--- src/rtl/ihq_pkg.sv ---
`default_nettype none
package ihq_pkg;

  localparam int CAPACITY = 256;
  localparam int ID_COUNT = 256;
  localparam int SLOT_W   = $clog2(CAPACITY);
  localparam int COUNT_W  = $clog2(CAPACITY + 1);
  localparam int ID_W     = 8;
  localparam int PRIO_W   = 32;

  typedef logic [1:0] kind_t;
  localparam kind_t KIND_INSERT   = 2'd0;
  localparam kind_t KIND_EXTRACT  = 2'd1;
  localparam kind_t KIND_DECREASE = 2'd2;

  typedef enum logic [2:0] {
    STAT_OK         = 3'd0,
    STAT_EMPTY      = 3'd1,
    STAT_FULL       = 3'd2,
    STAT_ID_CLASH   = 3'd3,
    STAT_NOT_LOWER  = 3'd4
  } status_t;

  typedef enum logic [3:0] {
    S_IDLE,
    S_CHECK,
    S_DEC_SLOT,
    S_DEC_CMP,
    S_UP_TEST,
    S_UP_CMP,
    S_EXT_TAKE,
    S_DOWN_TEST,
    S_DOWN_CMP,
    S_PLACE,
    S_DONE
  } state_t;

  typedef struct packed {
    logic [ID_W-1:0]          id;
    logic signed [PRIO_W-1:0] pri;
  } entry_t;

  typedef struct packed {
    logic load;
    logic check;
    logic dec_slot;
    logic dec_cmp;
    logic up_test;
    logic up_move;
    logic ext_take;
    logic down_test;
    logic down_move;
    logic place;
    logic finish;
  } cmd_t;

  typedef struct packed {
    kind_t kind;
    logic  err;
    logic  not_lower;
    logic  at_root;
    logic  up_stop;
    logic  count_zero;
    logic  down_end;
    logic  down_stop;
    logic  out_free;
  } sts_t;

endpackage
`default_nettype wire

--- src/rtl/ihq_ctrl.sv ---
`default_nettype none
module ihq_ctrl
  import ihq_pkg::*;
(
  input  wire  clk,
  input  wire  rst,
  input  wire  in_valid,
  output logic in_ready,
  input  sts_t sts,
  output cmd_t cmd
);

  state_t state, state_next;

  always_ff @(posedge clk) begin
    if (rst) begin
      state <= S_IDLE;
    end else begin
      state <= state_next;
    end
  end

  always_comb begin
    state_next = state;
    unique case (state)
      S_IDLE:      if (in_valid) state_next = S_CHECK;
      S_CHECK: begin
        if (sts.err) state_next = S_DONE;
        else if (sts.kind == KIND_INSERT) state_next = S_UP_TEST;
        else if (sts.kind == KIND_EXTRACT) state_next = S_EXT_TAKE;
        else state_next = S_DEC_SLOT;
      end
      S_DEC_SLOT:  state_next = S_DEC_CMP;
      S_DEC_CMP:   state_next = sts.not_lower ? S_DONE : S_UP_TEST;
      S_UP_TEST:   state_next = sts.at_root ? S_PLACE : S_UP_CMP;
      S_UP_CMP:    state_next = sts.up_stop ? S_PLACE : S_UP_TEST;
      S_EXT_TAKE:  state_next = sts.count_zero ? S_DONE : S_DOWN_TEST;
      S_DOWN_TEST: state_next = sts.down_end ? S_PLACE : S_DOWN_CMP;
      S_DOWN_CMP:  state_next = sts.down_stop ? S_PLACE : S_DOWN_TEST;
      S_PLACE:     state_next = S_DONE;
      S_DONE:      if (sts.out_free) state_next = S_IDLE;
      default:     state_next = S_IDLE;
    endcase
  end

  always_comb begin
    cmd      = '0;
    in_ready = 1'b0;
    unique case (state)
      S_IDLE: begin
        in_ready = 1'b1;
        cmd.load = in_valid;
      end
      S_CHECK:     cmd.check = 1'b1;
      S_DEC_SLOT:  cmd.dec_slot = 1'b1;
      S_DEC_CMP:   cmd.dec_cmp = 1'b1;
      S_UP_TEST:   cmd.up_test = 1'b1;
      S_UP_CMP:    cmd.up_move = !sts.up_stop;
      S_EXT_TAKE:  cmd.ext_take = 1'b1;
      S_DOWN_TEST: cmd.down_test = 1'b1;
      S_DOWN_CMP:  cmd.down_move = !sts.down_stop;
      S_PLACE:     cmd.place = 1'b1;
      S_DONE:      cmd.finish = 1'b1;
      default:     cmd = '0;
    endcase
  end

endmodule
`default_nettype wire

--- config.mk ---
export PLATFORM = sky130hd
export DESIGN_NAME = ihq_ctrl
export DESIGN_NICKNAME = d
export VERILOG_FILES = /design/src/rtl/ihq_pkg.sv /design/src/rtl/ihq_ctrl.sv
export SDC_FILE = /design/constraint.sdc
export NUM_CORES = 1
export LEC_CHECK = 0
export BUFFER_PORTS_ARGS = -buffer_cell sky130_fd_sc_hd__buf_2
export CORE_AREA = 2 2 39 41
export CTS_CLUSTER_SIZE = 16
export DETAILED_ROUTE_END_ITERATION = 8
export DIE_AREA = 0 0 41 43
export GPL_ROUTABILITY_DRIVEN = 0
export PLACE_DENSITY = 0.72
export REMOVE_ABC_BUFFERS = 1
export SLEW_MARGIN = 20
export SYNTH_ARGS = -nofsm -noshare
export SYNTH_HDL_FRONTEND = slang
export SYNTH_SLANG_ARGS = --single-unit
--- constraint.sdc ---
create_clock -name clk -period 1.5 [get_ports clk]
set_input_delay 0.3 -clock clk [delete_from_list [all_inputs] [get_ports clk]]
set_output_delay 0.3 -clock clk [all_outputs]
set_load 0.005 [all_outputs]
==> impl_metrics.ini, run 1 <==
[worst_setup_path]
critPathKind = flip-flop to output pin
cpPeakStageDelay_ns = 0.37
cp_top_family = flip-flops
crit_slowest_cell = dfxtp_4
critical_path.max_fanout = 10
crit_start = state[1]$_SDFFE_PP0P_
critPathLaunchType = flip-flop
cp_cell_sequence = buf_4, nor4_2, buf_2
critPathCaptureType = output pin
critPathArrivalTime_ns = 1.16
cp.buffers_inverters = 2
required_ns = 1.20
r2r_start = state[1]$_SDFFE_PP0P_

[logic_synthesis]
synthAdderAreaFrac_pct = 0
synth_seq_cells = 4
synth_simple_gate_area_share_pct = 47.52
syn-instance-count = 69
synth_cell_types = 35
synthMuxAreaShare_pct = 0
synth_compound_area_share_pct = 26.11
netlist_area_sq_um = 479.2
seq_area_frac_synth_pct = 16.71
synth.avg_cell_area_sq_um = 6.945
synth_top_family_by_area = simple AND/OR/NAND/NOR gates
yosys_warnings = 0
synth_xor_area_share_pct = 0

[global_routing]
grtUsageTotal_pct = 15.96
grt_pass1_wl_um = 1925
grt_max_degree = 15
antenna_found_initial = 0
overflow = 0
grt_pass1_vias = 498

[sta]
rsz0062_at_grt = yes
period_share_pct = 97.30
setup-violations-final = 0
max_freq_mhz = 685.2
timing_hold_violations_final = 0
drv_slew = 0
skew_ns = 0.004739
slew_headroom_pct = 73.45
period_minus_slack_ns = 1.459
setup_slack_ns = 0.04055
tightest_slew_ns = 0.3883

[clock_network]
cts_tree = yes
clk_latency_ns = 0.24
cts_sinks = 4
clock-root-buffer = clkbuf_4
clockBufferDepth = 2
path_clk_slew_ns = 0.04
h-tree-depth = 1
cts_made_buffers = 3

[hold_path]
hold_start = rst
hp-class = input port to flip-flop

[layout]
seq_area_sq_um = 95.09
top_regs = state (4)
finalInstanceArea_sq_um = 726.9
area_growth_syn_to_layout_pct = 51.70
drive_gt1_share_pct = 49.02
antenna_cells = 0
top_register = state
final_cell_count_no_fill = 118
largest_reg_flops = 4
nFillCells = 133
multi_input_area_sq_um = 374.1
final_nets = 117

[placed_design]
dpl_cell_area_sq_um = 625.6
port_buffers = 24
dp.cells = 109
place_hpwl_um = 976.4
dp_slack_ns = 0.04922

[drt]
dr.first_iter.drc_count = 21
finalWirelength_um = 1372
dr_total_vias = 636
drtPass1Iterations = 4
ant_nets = 0
drcViolationCount = 0
wl_per_cell_um = 11.63
routed_via_density = 5.390

[die]
die_w_um = 41
rows = 14
dieArea_sq_um = 1763
io_pins = 25
core_area_sq_um = 1384
start_util_pct = 34.63
chipHeight_um = 43

[power_and_ir_drop]
vdd_ir_drop_max_uv = 755.1
leakage_nw = 0.3431
p_per_area_nw_per_um2 = 1492

[run]
drv_cap = 0

[status]
status = finished, final reports clean
-- per-layer routing --
layer / track usage [%] / share of wire, % / vias up / wire length, um
li1: - / - / 327 / -
met1: 17.68 / 45 / 285 / 622
met2: 25.94 / 48 / 22 / 654
met3: 6.283 / 6.3 / 2 / 86
met4: 6.000 / 0.58 / 0 / 8
met5: 0 / 0 / - / 0
-- cells in the final DEF (no fill, tap or decap), types with 2 or more instances in the layout --
master    Yosys  routed
a21oi_1       4       4
buf_2         4      24
buf_4         1      11
clkbuf_4      0       3
dfxtp_4       0       4
inv_1         2       2
nand2_1       4       4
nand2b_1      4       3
nor2_1        8       8
nor2b_1       3       3
nor3_1        7       7
nor4_2        0       3
o21a_1        2       2
-- logic make-up (layout without fill, tap and decap cells) --
family                 Yosys count  in the layout
flip-flops                       4              4
buffers and inverters            8             41
AO/OA/AOI/OAI                   17             17
AND/OR/NAND/NOR                 40             40
-- stage by stage --
step	util [%]	TNS [ns]	hold WS (ns)	power [mW]
floorplan	-	0	0.4155	0.5686
global placement	45.21	0	0.5639	0.8134
detailed placement	45.21	0	0.5666	0.8251
CTS	48.01	0	0.3039	1.005
global route	52.53	-0.03643	0.3084	1.168
finish	52.53	0	0.3087	1.085
-- cell type report --
type | count | area share (%)
well taps | 16 | 2.754
repair buffers | 36 | 28.57
multi-input cells | 57 | 51.46
inverters | 2 | 1.033
flip-flops and latches | 4 | 13.08
clock buffers | 3 | 3.098
-- where the power goes --
part | switching [mW] | internal (mW) | total (mW) | leakage (nW)
combinational | 0.317 | 0.365 | 0.682 | 0.294
sequential | 0.0970 | 0.164 | 0.261 | 0.0356
clock | 0.0517 | 0.0900 | 0.142 | 0.0138
-- cells in the mapped netlist (all sizes together) --
| library cell | instances | area share, % |
|---|---|---|
| nand2b | 5 | 8.1 |
| nor2b | 3 | 3.9 |
| and3b | 1 | 1.8 |
| or2 | 1 | 1.3 |
| o22ai | 1 | 1.3 |
| and2 | 1 | 1.3 |
| o21a | 2 | 3.1 |
| a211o | 1 | 1.8 |
| o221ai | 1 | 1.8 |
| o21ai | 1 | 1.0 |
| inv | 2 | 1.6 |
| a32o | 1 | 2.1 |
| o211a | 1 | 2.1 |
| a2111oi | 1 | 1.8 |
| o32ai | 1 | 1.8 |
| nor3b | 1 | 1.6 |
| nor3 | 8 | 9.4 |
| o22a | 1 | 1.8 |
| a31oi | 1 | 1.3 |
| buf | 6 | 8.1 |
| o31a | 1 | 1.8 |
| nand3 | 1 | 1.0 |
| nor2 | 8 | 6.3 |
| nand3b | 1 | 1.6 |
| dfxtp | 4 | 17 |
| nand2 | 4 | 3.1 |
| and3 | 1 | 1.3 |
| a21oi | 4 | 4.2 |
| or3 | 1 | 1.3 |
| nor4 | 3 | 3.9 |
| or4 | 1 | 1.6 |
-- repair_timing --
item,4_1_cts,5_1_grt
setup endpoints to repair,11,7
setup buffers,0,6
pin swaps,0,1
gates resized for setup,7,5
hold buffers,0,0
gates cloned,0,0
-- worst paths after layout --
path	endpoint	slack (ns)	depth (start not counted)
max	cmd[5]	0.04	3
min	state[3]$_SDFFE_PP0P_	0.31	2
max reg2reg	state[0]$_SDFFE_PP0P_	0.11	5
min reg2reg	state[0]$_SDFFE_PP0P_	0.63	2
No activity file was read; power rests on OpenSTA's default activity.
==> run 2, diff against run 1 <==
--- a/config.mk
+++ b/config.mk
@@ -12,7 +12,6 @@
 export DIE_AREA = 0 0 41 43
 export GPL_ROUTABILITY_DRIVEN = 0
 export PLACE_DENSITY = 0.72
-export REMOVE_ABC_BUFFERS = 1
 export SLEW_MARGIN = 20
 export SYNTH_ARGS = -nofsm -noshare
 export SYNTH_HDL_FRONTEND = slang
==> run 2 against run 1 <==
Fmax fell by 0.69%; global-route usage grew 2.0 points; hold slack got worse by 0.0066 ns; flip-flop and latch count did not move.
==> impl_metrics.ini, run 2 (synthesis results as in run 1) <==
[clock_network]
clock-root-buffer = clkbuf_4
cts_tree = yes
path_clk_slew_ns = 0.04
clk_latency_ns = 0.24
clockBufferDepth = 2
cts_sinks = 4
h-tree-depth = 1
cts_made_buffers = 3

[worst_setup_path]
cp_top_family = flip-flops
crit_cells = 3
cp_cell_sequence = buf_4, nor4_2, buf_2
critPathCaptureType = output pin
critPathArrivalTime_ns = 1.17
required_ns = 1.20
critical_path.max_fanout = 10
cpPeakStageDelay_ns = 0.37
critPathLaunchType = flip-flop
r2r_cells = 4
critPathKind = flip-flop to output pin
crit_slowest_cell = dfxtp_4
cp.buffers_inverters = 2

[die]
rows = 14
die_w_um = 41
dieArea_sq_um = 1763
core_area_sq_um = 1384
io_pins = 25
start_util_pct = 34.63
chipHeight_um = 43

[global_routing]
grtUsageTotal_pct = 17.95
grt_max_degree = 14
overflow = 0
grt_pass1_wl_um = 2125
antenna_found_initial = 0
grt_pass1_vias = 535

[power_and_ir_drop]
p_total_mw = 1.058
clkPwrFrac_pct = 12.6
internal_power_mw = 0.5876
leakage_nw = 0.3211
p_per_area_nw_per_um2 = 1516
sequentialPowerShare_pct = 25.2
switching_share_pct = 44.48
pwr-share-comb_pct = 62.2
vdd_ir_drop_max_uv = 666.9
p_sw_mw = 0.4707

[layout]
layout_common_cells = buf_2, nor2_1, nor3_1
final_nets = 112
drive_gt1_share_pct = 46.39
antenna_cells = 0
top_regs = state (4)
top_register = state
area_growth_syn_to_layout_pct = 45.69
largest_reg_flops = 4
finalInstanceArea_sq_um = 698.2
nFillCells = 148
final_common_cell = buf_2
utilization_pct = 50.45

[drt]
drtPass1Iterations = 4
dr.first_iter.drc_count = 11
drcViolationCount = 0
dr_total_vias = 631
ant_nets = 0
wl_per_cell_um = 12.63
routed_via_density = 5.584
finalWirelength_um = 1427

[hold_path]
hp-class = input port to flip-flop
hold_path_depth = 2

[sta]
timing_hold_violations_final = 0
drv_slew = 0
period_minus_slack_ns = 1.470
rsz0062_at_grt = yes
slew_headroom_pct = 75.55
max_freq_mhz = 680.5
setup-violations-final = 0
period_share_pct = 97.97
skew_ns = 0.001307
tightest_slew_ns = 0.3575
whs_ns = 0.3021

[run]
drv_cap = 0

[placed_design]
port_buffers = 24
place_hpwl_um = 1011
dpl_cell_area_sq_um = 625.6

[status]
status = finished, final reports clean

[logic_synthesis]
synth_nets = 82
==> run 2: cell type report <==
class,count,area (sq um),area share (%)
multi-input combinational,57,382.9,54.84
sequential,4,95.09,13.62
clock buffer,3,22.52,3.226
inverter,2,7.507,1.075
tap,16,20.02,2.867
timing repair buffer,31,170.2,24.37
==> run 2: per-stage QoR <==
step,worst slack [ns],setup TNS (ns),instances
after global placement,0.08521,0,109
final,0.03042,0,113
after detailed placement,0.03142,0,109
after global routing,-0.01938,-0.01938,113
after CTS,0.006125,0,112
after floorplan,0.1318,0,69
==> run 2: worst paths after layout <==
| check | to | slack, ns | startpoint |
|---|---|---|---|
| setup / recovery | cmd[5] | 0.03 | state[1]$_SDFFE_PP0P_ |
| hold / removal | state[3]$_SDFFE_PP0P_ | 0.30 | rst |
| setup reg to reg | state[1]$_SDFFE_PP0P_ | 0.15 | state[1]$_SDFFE_PP0P_ |
| hold reg to reg | state[3]$_SDFFE_PP0P_ | 0.62 | state[1]$_SDFFE_PP0P_ |
==> run 2: power groups by stage <==
stage               clock network, mW  registers (mW)  logic [mW]
detailed placement                  0           0.236       0.582
global placement                    0           0.235       0.572
floorplan                           0           0.172       0.464
finish                          0.133           0.267       0.658
CTS                             0.138           0.267       0.615
global route                    0.150           0.277       0.723
==> run 2: per-layer routing <==
layer,global-route usage (%),part of all wire [%],wire (um)
met1,20.83,41,582
met5,0,0,0
met2,27.19,51,726
met4,10.00,1.2,17
met3,6.283,7.0,100
==> run 2: worst register-to-register path: stages (launching register included) <==
cell and delay [ns]:
dfxtp_4 0.37, buf_4 0.18, or4_1 0.50, o221ai_1 0.09, a32o_1 0.15
==> run 2: what timing repair did <==
| item | 4_1_cts | 5_1_grt |
|---|---|---|
| gates resized for setup | 7 | 6 |
| setup endpoints to repair | 10 | 5 |
| hold buffers | 0 | 0 |
| pin swaps | 1 | 3 |
| hold endpoints to repair | 0 | 0 |
| buffers inserted | 0 | 1 |
==> run 3, diff against run 2 <==
==> constraint.sdc (replaced) <==
create_clock -name clk -period 1.5 [get_ports clk]
set_input_delay 0.3 -clock clk [delete_from_list [all_inputs] [get_ports clk]]
set_output_delay 0.3 -clock clk [all_outputs]
set_load 0.02 [all_outputs]
==> run 3 against run 2 <==
Flip-flop and latch count is the same; non-clock buffer count grew 3; setup slack better by 0.0029 ns; critical path depth unchanged; global-route usage increased by 0.42 points; register-to-register slack lost 0.06 ns; first-iteration DRC count is 27% higher; sequential power is 6% lower; utilization grew 5.3 points; clock-buffer cell count unchanged; largest power group unchanged; highest routed layer unchanged.
==> impl_metrics.ini, run 3 (synthesis results as in run 1) <==
[status]
status = finished, final reports clean

[layout]
top_register = state
layout_common_cells = buf_2, nor2_1, buf_4
final_common_cell = buf_2
final_cell_count_no_fill = 116
final_nets = 115
drive_gt1_share_pct = 50.00
antenna_cells = 0
top_regs = state (4)
largest_reg_flops = 4
area_growth_syn_to_layout_pct = 61.10
finalInstanceArea_sq_um = 772.0

[power_and_ir_drop]
internal_power_mw = 0.6787
pwr-share-comb_pct = 70.0
p_sw_mw = 0.5928
p_per_area_nw_per_um2 = 1647
sequentialPowerShare_pct = 19.8
leakage_nw = 0.3458
clkPwrFrac_pct = 10.2
vdd_ir_drop_max_uv = 936.2
switching_share_pct = 46.62

[worst_setup_path]
critical_path.max_fanout = 8
rrSetupSlack_ns = 0.09
r2r_start = state[3]$_SDFFE_PP0P_
critPathCaptureType = output pin
r2r_cells = 6
worstReg2RegEnd = state[0]$_SDFFE_PP0P_
critPathKind = flip-flop to output pin
required_ns = 1.20
critPathLaunchType = flip-flop
critPathArrivalTime_ns = 1.17

[global_routing]
overflow = 0
antenna_found_initial = 0
grt_max_degree = 14
grt_pass1_wl_um = 2235
grtUsageTotal_pct = 18.37
grt_pass1_vias = 541

[sta]
drv_slew = 0
skew_ns = 0.001617
rsz0062_at_grt = yes
period_minus_slack_ns = 1.467
slew_headroom_pct = 74.75
period_share_pct = 97.78
max_freq_mhz = 681.8
finalSetupTns_ns = 0
setup-violations-final = 0
tightest_slew_ns = 0.3693
timing_hold_violations_final = 0

[run]
drv_cap = 0

[die]
start_util_pct = 34.63
die_w_um = 41
io_pins = 25
dieArea_sq_um = 1763
rows = 14
core_area_sq_um = 1384
chipHeight_um = 43

[clock_network]
ctsHoldBuffers = 0
cts_tree = yes
clockBufferDepth = 2
path_clk_slew_ns = 0.03
cts_made_buffers = 3
clk_latency_ns = 0.23
clock-root-buffer = clkbuf_4
h-tree-depth = 1
cts_sinks = 4

[placed_design]
dp.cells = 107
dpl_cell_area_sq_um = 638.1
place_hpwl_um = 1022
port_buffers = 24

[hold_path]
hold_path_depth = 2
hp-class = input port to flip-flop
hold_end = state[3]$_SDFFE_PP0P_
hold_start = rst

[drt]
drcViolationCount = 0
dr.first_iter.drc_count = 14
ant_nets = 0
finalWirelength_um = 1456
routed_via_density = 5.422
wl_per_cell_um = 12.55
drtPass1Iterations = 4
dr_total_vias = 629

[logic_synthesis]
synth_nets = 82
[run 3: worst max-delay path, cell delays in order (launching register included)]
cell     delay [ns]
dfxtp_4        0.37
buf_8          0.14
nor4_4         0.25
buf_4          0.18
[run 3: stage by stage]
stage	util (%)	total power [mW]	hold WS, ns	worst slack [ns]
floorplan	-	0.7743	0.4155	-0.04491
global placement	46.11	0.9243	0.5635	0.02328
detailed placement	46.11	0.9334	0.5659	0.01558
CTS	52.62	1.197	0.3077	0.009043
global route	55.79	1.373	0.3061	-0.02959
finish	55.79	1.272	0.3256	0.03331
[run 3: power by group through the flow]
stage	combinational (mW)	clock, mW	sequential [mW]
final	0.890	0.130	0.252
after global placement	0.670	0	0.254
after global routing	0.959	0.151	0.262
after detailed placement	0.681	0	0.253
after CTS	0.817	0.139	0.241
after floorplan	0.602	0	0.172
[run 3: layout make-up]
cell class,instances,area (sq um)
inverter,2,7.507
tap,16,20.02
sequential,4,95.09
timing repair buffer,34,219.0
clock buffer,3,22.52
multi-input combinational,57,407.9
fill,139,611.8
[run 3: what timing repair did]
| action | CTS | global route |
|---|---|---|
| gates resized for setup | 12 | 10 |
| setup endpoints to repair | 12 | 8 |
| pin swaps | 0 | 1 |
| setup buffers | 5 | 1 |
[run 3: per-layer routing]
metal  GRT usage, %  share of wire, %
met5              0                 0
met4          13.33              0.89
met3          2.094               4.3
met2          26.88                50
met1          23.47                45
[run 3: worst max path at each step]
| stage | to | from | depth (start not counted) | slack [ns] |
|---|---|---|---|---|
| after global routing | cmd[2] | state[1]$_SDFFE_PP0P_ | 3 | -0.03 |
| after global placement | state[1]$_SDFFE_PP0P_ | state[3]$_SDFFE_PP0P_ | 4 | 0.02 |
| after floorplan | cmd[10] | state[3]$_SDFFE_PP0P_ | 3 | -0.04 |
| after detailed placement | state[1]$_SDFFE_PP0P_ | state[3]$_SDFFE_PP0P_ | 4 | 0.02 |
| after CTS | cmd[5] | state[1]$_SDFFE_PP0P_ | 3 | 0.009 |
| final | cmd[5] | state[1]$_SDFFE_PP0P_ | 3 | 0.03 |
